===== src/design/mva_pkg.sv =====
// Package for the MIDI voice allocator: sizes, op and controller codes,
// decode kinds and the command/status structs between controller and datapath.
// No dependencies.
`default_nettype none

package mva_pkg;

  localparam int NumVoices = 16;
  // Voices actually scannable: limited by the pool and by the 4-bit voice field
  localparam int ActiveMax = (NumVoices < 16) ? NumVoices : 16;

  localparam logic [2:0] OP_NOTE_ON  = 3'd0;
  localparam logic [2:0] OP_NOTE_OFF = 3'd1;
  localparam logic [2:0] OP_CTRL     = 3'd2;
  localparam logic [2:0] OP_ALL_OFF  = 3'd3;
  localparam logic [2:0] OP_FINISHED = 3'd4;

  localparam logic [6:0] CC_ALL_SOUND_OFF = 7'd120;
  localparam logic [6:0] CC_ALL_NOTES_OFF = 7'd123;
  localparam logic [4:0] MaxChannel       = 5'd16;

  localparam logic ACT_START   = 1'b0;
  localparam logic ACT_RELEASE = 1'b1;

  typedef enum logic [1:0] {
    KIND_NONE,
    KIND_FINISH,
    KIND_NOTE_ON,
    KIND_RELEASE
  } kind_e;

  typedef enum logic [1:0] {
    MATCH_NOTE,
    MATCH_CHAN,
    MATCH_ALL
  } match_e;

  typedef enum logic [2:0] {
    ST_IDLE,
    ST_SCAN_REL,
    ST_SCAN_ON,
    ST_FLUSH,
    ST_COMMIT
  } state_e;

  typedef struct packed {
    logic load;
    logic finish;
    logic scan_rel;
    logic scan_on;
    logic flush;
    logic commit;
  } dp_cmd_t;

  typedef struct packed {
    kind_e kind;
    logic  scan_last;
  } dp_sts_t;

endpackage

`default_nettype wire


===== src/design/mva_ctrl.sv =====
// Controller FSM of the MIDI voice allocator: sequences accept, voice scan,
// final flush and note-on commit. Depends on mva_pkg.
`default_nettype none

module mva_ctrl import mva_pkg::*; (
  input  wire logic    clk_i,
  input  wire logic    rst_ni,
  input  wire logic    start_i,
  input  wire dp_sts_t sts_i,
  output dp_cmd_t      cmd_o,
  output logic         busy_o
);

  state_e state_q, state_d;

  always_ff @(posedge clk_i or negedge rst_ni) begin
    if (!rst_ni) begin
      state_q <= ST_IDLE;
    end else begin
      state_q <= state_d;
    end
  end

  always_comb begin
    state_d = state_q;
    cmd_o   = '0;
    busy_o  = 1'b1;
    unique case (state_q)
      ST_IDLE: begin
        busy_o = 1'b0;
        if (start_i) begin
          cmd_o.load = 1'b1;
          unique case (sts_i.kind)
            KIND_FINISH:  cmd_o.finish = 1'b1;
            KIND_NOTE_ON: state_d = ST_SCAN_ON;
            KIND_RELEASE: state_d = ST_SCAN_REL;
            default: ;
          endcase
        end
      end
      ST_SCAN_REL: begin
        cmd_o.scan_rel = 1'b1;
        if (sts_i.scan_last) state_d = ST_FLUSH;
      end
      ST_SCAN_ON: begin
        cmd_o.scan_on = 1'b1;
        if (sts_i.scan_last) state_d = ST_COMMIT;
      end
      ST_FLUSH: begin
        cmd_o.flush = 1'b1;
        state_d     = ST_IDLE;
      end
      ST_COMMIT: begin
        cmd_o.commit = 1'b1;
        state_d      = ST_IDLE;
      end
      default: state_d = ST_IDLE;
    endcase
  end

endmodule

`default_nettype wire


===== src/design/mva_dpath.sv =====
// Datapath of the MIDI voice allocator: voice table, age counter, config
// register, scan trackers and result register. Depends on mva_pkg.
`default_nettype none

module mva_dpath import mva_pkg::*; (
  input  wire logic       clk_i,
  input  wire logic       rst_ni,
  input  wire dp_cmd_t    cmd_i,
  output dp_sts_t         sts_o,
  input  wire logic       cfg_we_i,
  input  wire logic [4:0] cfg_data_i,
  input  wire logic [2:0] op_i,
  input  wire logic [4:0] channel_i,
  input  wire logic [6:0] note_i,
  input  wire logic [6:0] velocity_i,
  input  wire logic [6:0] controller_i,
  input  wire logic [3:0] finished_voice_i,
  output logic            result_valid_o,
  output logic [3:0]      voice_o,
  output logic            action_o,
  output logic [6:0]      out_note_o,
  output logic [6:0]      out_velocity_o,
  output logic [4:0]      out_channel_o,
  output logic            stolen_o,
  output logic            last_o
);

  logic        sounding_q [NumVoices];
  logic        held_q     [NumVoices];
  logic [6:0]  note_q     [NumVoices];
  logic [4:0]  chan_q     [NumVoices];
  logic [31:0] age_q      [NumVoices];
  logic [31:0] age_cnt_q;
  logic [4:0]  voice_count_q;

  // latched word
  match_e      mode_q;
  logic [4:0]  in_ch_q;
  logic [6:0]  in_note_q;
  logic [6:0]  in_vel_q;

  // scan state
  logic [3:0]  idx_q;
  logic        silent_found_q, free_found_q;
  logic [3:0]  silent_idx_q, free_idx_q, best_idx_q;
  logic [31:0] best_age_q;
  logic        pend_v_q;
  logic [3:0]  pend_voice_q;
  logic [6:0]  pend_note_q;
  logic [4:0]  pend_chan_q;

  // result register
  logic        out_v_q;
  logic [3:0]  out_voice_q;
  logic        out_act_q;
  logic [6:0]  out_note_q;
  logic [6:0]  out_vel_q;
  logic [4:0]  out_chan_q;
  logic        out_stolen_q;
  logic        out_last_q;

  logic [4:0]  n_eff;
  kind_e       kind;
  match_e      mode;
  logic        cur_match;
  logic [3:0]  pick_idx;
  logic        fin_ok;

  assign n_eff  = (voice_count_q > 5'(ActiveMax)) ? 5'(ActiveMax) : voice_count_q;
  assign fin_ok = ({1'b0, finished_voice_i} < 5'(NumVoices));

  always_comb begin
    kind = KIND_NONE;
    mode = MATCH_ALL;
    unique case (op_i)
      OP_NOTE_ON: begin
        if (channel_i != 5'd0 && channel_i <= MaxChannel) begin
          if (velocity_i == 7'd0) begin
            kind = KIND_RELEASE;
            mode = MATCH_NOTE;
          end else begin
            kind = KIND_NOTE_ON;
          end
        end
      end
      OP_NOTE_OFF: begin
        kind = KIND_RELEASE;
        mode = MATCH_NOTE;
      end
      OP_CTRL: begin
        if (controller_i == CC_ALL_SOUND_OFF || controller_i == CC_ALL_NOTES_OFF) begin
          kind = KIND_RELEASE;
          mode = MATCH_CHAN;
        end
      end
      OP_ALL_OFF: kind = KIND_RELEASE;
      OP_FINISHED: kind = KIND_FINISH;
      default: ;
    endcase
    // nothing to scan with no voices in use
    if ((kind == KIND_RELEASE || kind == KIND_NOTE_ON) && n_eff == 5'd0) kind = KIND_NONE;
  end

  always_comb begin
    unique case (mode_q)
      MATCH_NOTE: cur_match = held_q[idx_q] && note_q[idx_q] == in_note_q &&
                              chan_q[idx_q] == in_ch_q;
      MATCH_CHAN: cur_match = (chan_q[idx_q] == in_ch_q);
      default:    cur_match = 1'b1;
    endcase
  end

  assign pick_idx = silent_found_q ? silent_idx_q :
                    free_found_q   ? free_idx_q   : best_idx_q;

  assign sts_o.kind      = kind;
  assign sts_o.scan_last = ({1'b0, idx_q} == n_eff - 5'd1);

  // Voice table, counters and control flags
  always_ff @(posedge clk_i or negedge rst_ni) begin
    if (!rst_ni) begin
      for (int i = 0; i < NumVoices; i++) begin
        sounding_q[i] <= 1'b0;
        held_q[i]     <= 1'b0;
        note_q[i]     <= '0;
        chan_q[i]     <= '0;
        age_q[i]      <= '0;
      end
      age_cnt_q      <= '0;
      voice_count_q  <= 5'd16;
      pend_v_q       <= 1'b0;
      silent_found_q <= 1'b0;
      free_found_q   <= 1'b0;
      idx_q          <= '0;
      out_v_q        <= 1'b0;
    end else begin
      out_v_q <= 1'b0;
      if (cfg_we_i) voice_count_q <= cfg_data_i;
      if (cmd_i.load) begin
        idx_q          <= '0;
        pend_v_q       <= 1'b0;
        silent_found_q <= 1'b0;
        free_found_q   <= 1'b0;
      end
      if (cmd_i.finish && fin_ok) sounding_q[finished_voice_i] <= 1'b0;
      if (cmd_i.scan_rel) begin
        idx_q <= idx_q + 4'd1;
        if (cur_match) begin
          held_q[idx_q] <= 1'b0;
          pend_v_q      <= 1'b1;
          if (pend_v_q) out_v_q <= 1'b1;
        end
      end
      if (cmd_i.scan_on) begin
        idx_q <= idx_q + 4'd1;
        if (!sounding_q[idx_q]) silent_found_q <= 1'b1;
        if (!held_q[idx_q])     free_found_q   <= 1'b1;
      end
      if (cmd_i.flush && pend_v_q) out_v_q <= 1'b1;
      if (cmd_i.commit) begin
        out_v_q              <= 1'b1;
        age_cnt_q            <= age_cnt_q + 32'd1;
        sounding_q[pick_idx] <= 1'b1;
        held_q[pick_idx]     <= 1'b1;
        note_q[pick_idx]     <= in_note_q;
        chan_q[pick_idx]     <= in_ch_q;
        age_q[pick_idx]      <= age_cnt_q + 32'd1;
      end
    end
  end

  // Payload registers
  always_ff @(posedge clk_i) begin
    if (cmd_i.load) begin
      mode_q     <= mode;
      in_ch_q    <= channel_i;
      in_note_q  <= note_i;
      in_vel_q   <= velocity_i;
      best_age_q <= '1;
      best_idx_q <= '0;
    end
    if (cmd_i.scan_on) begin
      if (!sounding_q[idx_q] && !silent_found_q) silent_idx_q <= idx_q;
      if (!held_q[idx_q] && !free_found_q)       free_idx_q   <= idx_q;
      if (age_q[idx_q] < best_age_q) begin
        best_age_q <= age_q[idx_q];
        best_idx_q <= idx_q;
      end
    end
    if (cmd_i.scan_rel && cur_match) begin
      pend_voice_q <= idx_q;
      pend_note_q  <= note_q[idx_q];
      pend_chan_q  <= chan_q[idx_q];
    end
    // a pending release goes out when the next match or the scan end shows up
    if ((cmd_i.scan_rel && cur_match) || cmd_i.flush) begin
      out_voice_q  <= pend_voice_q;
      out_act_q    <= ACT_RELEASE;
      out_note_q   <= pend_note_q;
      out_vel_q    <= 7'd0;
      out_chan_q   <= pend_chan_q;
      out_stolen_q <= 1'b0;
      out_last_q   <= cmd_i.flush;
    end
    if (cmd_i.commit) begin
      out_voice_q  <= pick_idx;
      out_act_q    <= ACT_START;
      out_note_q   <= in_note_q;
      out_vel_q    <= in_vel_q;
      out_chan_q   <= in_ch_q;
      out_stolen_q <= sounding_q[pick_idx];
      out_last_q   <= 1'b1;
    end
  end

  assign result_valid_o = out_v_q;
  assign voice_o        = out_voice_q;
  assign action_o       = out_act_q;
  assign out_note_o     = out_note_q;
  assign out_velocity_o = out_vel_q;
  assign out_channel_o  = out_chan_q;
  assign stolen_o       = out_stolen_q;
  assign last_o         = out_last_q;

endmodule

`default_nettype wire


===== src/design/midi_voice_allocator.sv =====
// Top level of the MIDI voice allocator: controller FSM plus datapath.
// Depends on mva_pkg, mva_ctrl and mva_dpath.
//
// Input: an event word (op, channel, note, velocity, controller,
//   finished_voice) is taken at a rising edge with start_i high and busy_o low.
// Config: cfg_we_i writes cfg_data_i into voice_count; write only while idle.
// Results: result_valid_o strobes one cycle per result word; the receiver
//   cannot stall, so each strobed word is taken at the end of that cycle.
//   last_o marks the final word of an event.
// Sequencing (n = voice_count limited to 16):
//   Voice finished, ignored events and unknown ops: done at the accept edge,
//   busy_o stays low, no result.
//   Note-on and release events (note-off, CC 120/123, all-notes-off): a scan
//   of the n voices, one entry per cycle, then a commit or flush step; the
//   start word, or the final release word, is registered by that step. Release
//   words trail their voice by one match. busy_o stays high through the scan
//   and the commit or flush step; the next event is taken once it drops.
// Reset: all voices silent and released with note/channel/age zero, age
//   counter zero, voice_count 16.
`default_nettype none

module midi_voice_allocator import mva_pkg::*; (
  input  wire logic       clk_i,
  input  wire logic       rst_ni,
  input  wire logic       start_i,
  output logic            busy_o,
  input  wire logic       cfg_we_i,
  input  wire logic [4:0] cfg_data_i,
  input  wire logic [2:0] op_i,
  input  wire logic [4:0] channel_i,
  input  wire logic [6:0] note_i,
  input  wire logic [6:0] velocity_i,
  input  wire logic [6:0] controller_i,
  input  wire logic [3:0] finished_voice_i,
  output logic            result_valid_o,
  output logic [3:0]      voice_o,
  output logic            action_o,
  output logic [6:0]      out_note_o,
  output logic [6:0]      out_velocity_o,
  output logic [4:0]      out_channel_o,
  output logic            stolen_o,
  output logic            last_o
);

  dp_cmd_t cmd;
  dp_sts_t sts;

  mva_ctrl u_ctrl (
    .clk_i   (clk_i),
    .rst_ni  (rst_ni),
    .start_i (start_i),
    .sts_i   (sts),
    .cmd_o   (cmd),
    .busy_o  (busy_o)
  );

  mva_dpath u_dpath (
    .clk_i            (clk_i),
    .rst_ni           (rst_ni),
    .cmd_i            (cmd),
    .sts_o            (sts),
    .cfg_we_i         (cfg_we_i),
    .cfg_data_i       (cfg_data_i),
    .op_i             (op_i),
    .channel_i        (channel_i),
    .note_i           (note_i),
    .velocity_i       (velocity_i),
    .controller_i     (controller_i),
    .finished_voice_i (finished_voice_i),
    .result_valid_o   (result_valid_o),
    .voice_o          (voice_o),
    .action_o         (action_o),
    .out_note_o       (out_note_o),
    .out_velocity_o   (out_velocity_o),
    .out_channel_o    (out_channel_o),
    .stolen_o         (stolen_o),
    .last_o           (last_o)
  );

endmodule

`default_nettype wire

===== config.mk =====
export PLATFORM = sky130hd
export DESIGN_NAME = midi_voice_allocator
export DESIGN_NICKNAME = d
export VERILOG_FILES = /design/src/design/mva_pkg.sv /design/src/design/mva_ctrl.sv /design/src/design/mva_dpath.sv /design/src/design/midi_voice_allocator.sv
export SDC_FILE = /design/constraint.sdc
export NUM_CORES = 2
export LEC_CHECK = 0
export ABC_AREA = 1
export BUFFER_PORTS_ARGS = -buffer_cell sky130_fd_sc_hd__buf_2
export CAP_MARGIN = 10
export CORE_ASPECT_RATIO = 0.5
export CORE_MARGIN = 4
export CORE_UTILIZATION = 57
export DETAILED_ROUTE_END_ITERATION = 6
export GPL_TIMING_DRIVEN = 0
export HOLD_SLACK_MARGIN = 0.03
export PLACE_DENSITY_LB_ADDON = 0.1
export SLEW_MARGIN = 20
export SYNTH_ARGS = -nofsm -noshare
export SYNTH_HDL_FRONTEND = slang
export SYNTH_SLANG_ARGS = --single-unit
export TNS_END_PERCENT = 1

===== constraint.sdc =====
create_clock -name clk_i -period 3.9 [get_ports clk_i]
set_clock_uncertainty 0.2 [all_clocks]
set_input_delay 0.195 -clock clk_i [delete_from_list [all_inputs] [get_ports clk_i]]
set_output_delay 0.195 -clock clk_i [all_outputs]
set_load 0.01 [all_outputs]

==> summary.md <==
| Metric | Value |
|---|---|
| Status | `finished with violations` |
| Failing checks | `setup timing` |
| Post-route cell area | `0.0478 mm2` |
| Period utilization | `110%` |
| Fmax | `between 0.2 and 0.25 GHz` |
| CP Launch Type | `register` |
| Cell chain of the critical path | `inv_2 > buf_6 > buf_8 > buf_12 > buf_8 > buf_8 > clkbuf_8 > nor2_1 > o22ai_2 > nand2_1 > nand4_1 > ha_1 > a21oi_1 > o21ai_0 > a2111oi_4 > buf_6 > nand2_8 > buf_6 > nand2_1 > nand2_1` |
| Total GRT Usage | `~46%` |
| Register area share after synthesis | `54.5%` |
| Crit-path max cell delay | `0.47 ns` |
| Post-route minimum period | `between 4 and 5 ns` |
| Initial antenna violation count | `15` |
| MaxCap Viol Count | `0` |
| Yosys reg bits | `891` |
| Dpl hpwl | `120000 um` |
| Share of layout cells above drive strength 1 | `just over 9%` |
| Yosys warns | `0` |
| Pwr Density | `743 mW/mm2` |
| First-pass DRT Iterations | `7` |
| Fin. Hold Viols | `0` |
| Clock latency on the worst-skew pair | `0.69 ns` |
| Clock Sinks | `891` |
| Slew headroom | `approximately 13%` |
| Multi-input gate area | `0.0163 mm2` |
| Area growth from synthesis to layout | `16.1%` |
| Max clock buf depth | `3` |
| Slowest stage cell, crit path | `dfrtp_2` |
| Simple logic cell fraction of the synthesized area | `20.8%` |
| CTS tree | `built` |
| Vias per cell | `6.33` |
| Reg clk slew, reported paths | `0.07 ns` |
| Final setup viols | `88` |
| DIE WIDTH | `388 um` |
| Xor and xnor area share after synthesis | `0.911%` |
| DR DRC count | `0` |
| Hold crit path type | `in2reg` |
| Multiplexer share of the synthesized area | `less than 1%` |
| FFs w/ async S/R, synth | `88.0%` |
| Worst-Margin Slew | `between 1 and 1.5 ns` |
| Crit path arrival time | `4.66 ns` |
| Avg WL per Cell | `27.8 um` |
| Mapped Nets | `a little over 5000` |
| Final worst slack | `-0.390 ns` |
| Initial Util | `57.8%` |
| Core area | `0.0713 mm2` |
| Crit path required time | `4.27 ns` |
| Hold slack | `0.0467 ns` |
| Leakage | `0.0220 uW` |
| CTS root buffer | `clkbuf_16` |
| Largest net degree at the start of global routing | `99` |
| Number of synthesized flops with an enable pin | `69` |
| Adder-cell share of the synthesized area | `1.15%` |
| Peak supply drop | `roughly 0.42 mV` |
| Die Y | `198 um` |
| Port Buf Inserts | `68` |
| Cell count after synthesis | `5069` |
| # IOs | `70` |
| First-pass GRT wire length | `254000 um` |
| RSZ-0062 raised after global routing | `true` |
| Crit path kind | `reg2reg` |
| H-tree depth | `3` |
| Fillers | `6045` |
| Full die area | `0.0769 mm2` |
| Design Power | `roughly 36000 uW` |
| GPL Wtd Cong | `0.999` |
| Synth unique cells | `53` |
| Average size of a mapped cell | `8.13 um2` |
| Final wirelength | `176000 um` |
| Final net count | `5398` |
| Most used DFF post-synth | `dfrtp_1` |
| Slew Limit Fails | `0` |
| Post-synthesis compound-gate area fraction | `16.1%` |
| Main combinational cell family by area after synthesis | `simple AND/OR/NAND/NOR gates` |
| Register area | `roughly 0.022 mm2` |
| Worst setup EP type | `register` |
| Synth Cell Area | `0.0412 mm2` |
| Post-DP Area | `0.0430 mm2` |
| 1st-iter DRT viols | `6124` |
| CTS Buf Count | `80` |
| ANT nets after route | `0` |
| Crit path max fanout | `10` |
| Vias | `40200` |
| Vias in the first global route | `38300` |
| Row Count | `69` |
| GR Overflow Total | `0` |
metal layers:
layer  global-route usage, %  wire length (um)  vias to the layer above
met5                   0.727               134                        -
met4                    24.6             10900                        8
met3                    21.0             30400                      647
met2                    62.3             69400                     3110
met1                    60.5             65500                    19400
li1                        -                 -                    17000
cell type report:
cell class              instances  area share [%]
clock buffers                 116            4.83
clock inverters                30           0.709
diodes                         10          0.0523
repair buffers                167            3.15
well taps                     958            2.51
multi-input cells            3511            34.0
plain buffers                 351            5.24
inverters                     316            2.53
flip-flops and latches        891            47.0
synth_stat cells (18+ instances only):
master / count / area [um2]
clkbuf_1: 255 / 957
buf_2: 67 / 335
o21ai_0: 1023 / 5120
edfxtp_1: 69 / 2070
nand4_1: 33 / 206
nand3_1: 115 / 576
o22ai_1: 84 / 526
dfrtp_1: 783 / 19600
nand2_1: 1452 / 5450
nor3_1: 18 / 90.1
ha_1: 38 / 475
dfxtp_1: 38 / 761
o21ai_1: 38 / 190
nor2_1: 472 / 1770
xor2_1: 27 / 236
inv_1: 297 / 1110
a21oi_1: 108 / 541
sequential cells by signal (all words and copies together) (netlist names), 16 cells and up:
register            cells
u_dpath.sounding_q     16
u_dpath.age_q         512
u_dpath.held_q         16
u_dpath.chan_q         80
u_dpath.age_cnt_q      32
u_dpath.note_q        112
u_dpath.best_age_q     32
per-stage QoR:
stage	std cells	TNS (ns)	util, %	setup slack (ns)
2_1_floorplan	5069	0	-	0.0840
3_3_place_gp	6095	-	59.9	-14.60
3_5_place_dp	6106	-134.03	60.4	-2.76
4_1_cts	6334	-10.0	66.8	-0.261
5_1_grt	6341	-23.08	67.0	-0.460
6_report	6350	-20.49	67.0	-0.390
path summary, 6_finish.rpt:
check	startpoint	to	slack (ns)	cells past startpoint
worst max register to register	u_dpath.idx_q[0]	u_dpath.best_age_q[27]	-0.39	20
min in group asynchronous	rst_ni	u_dpath.note_q[51]	0.50	4
max in group asynchronous	rst_ni	u_dpath.age_q[342]	0.89	8
worst min register to register	u_dpath.last_o	u_dpath.last_o	0.27	2
worst min-delay path	channel_i[0]	u_dpath.in_ch_q[0]	0.05	2
worst max-delay path	u_dpath.idx_q[0]	u_dpath.best_age_q[27]	-0.39	20
repair_timing:
item | in CTS | in global routing
hold endpoints to repair | 285 | 0
hold buffers | 66 | 0
buffers inserted | 16 | 5
resized for setup | 335 | 38
pin swaps | 16 | 5
endpoints found under the setup margin | 91 | 119
report_power, final:
group	total, uW	switching, uW	internal, uW	leakage, uW
Clock	8400	3790	4600	0.00131
Combinational	15400	10500	4910	0.00898
Sequential	11700	729	11000	0.0117
critical path, delay by kind of cell, from the launching register on:
| family | cells | cell delay, ns |
|---|---|---|
| and+or+nand+nor | 6 | 0.69 |
| AOI/OAI and AO/OA | 4 | 0.93 |
| DFF | 1 | 0.47 |
| buffers and inverters | 9 | 1.55 |
| adders and majority gates | 1 | 0.30 |
cell families (layout without fill, tap and decap cells):
group	after synthesis	in the layout
muxes	1	1
other	0	10
buffers and inverters	667	980
AOI/OAI and AO/OA	1281	1281
xor gates and xnor gates	39	39
and+or+nand+nor	2152	2152
DFF	891	891
adders and majority gates	38	38
placed cells by master (no fill, tap or decap), types with 7 or more instances in the layout:
cell and n:
xnor2_1 9, clkbuf_2 23, ha_1 37, clkinv_2 12, o21ai_1 47, nand4_1 33
buf_4 34, diode_2 10, buf_8 16, clkbuf_4 12, clkbuf_1 198, edfxtp_1 69
buf_6 28, clkbuf_16 94, inv_2 13, buf_12 12, a21oi_1 106, o21ai_2 12
clkbuf_8 36, o22ai_1 81, nor2_1 468, nand3_1 115, xor2_1 27, dfxtp_1 38
nand2_1 1450, bufinv_16 7, or2_0 11, nor3_1 18, clkinv_1 10, dlygate4sd3_1 65
nor2_4 14, buf_2 102, dfrtp_1 781, buf_16 11, inv_1 293, o21ai_0 1011
Note: power is estimated with default switching activity, not from simulation.
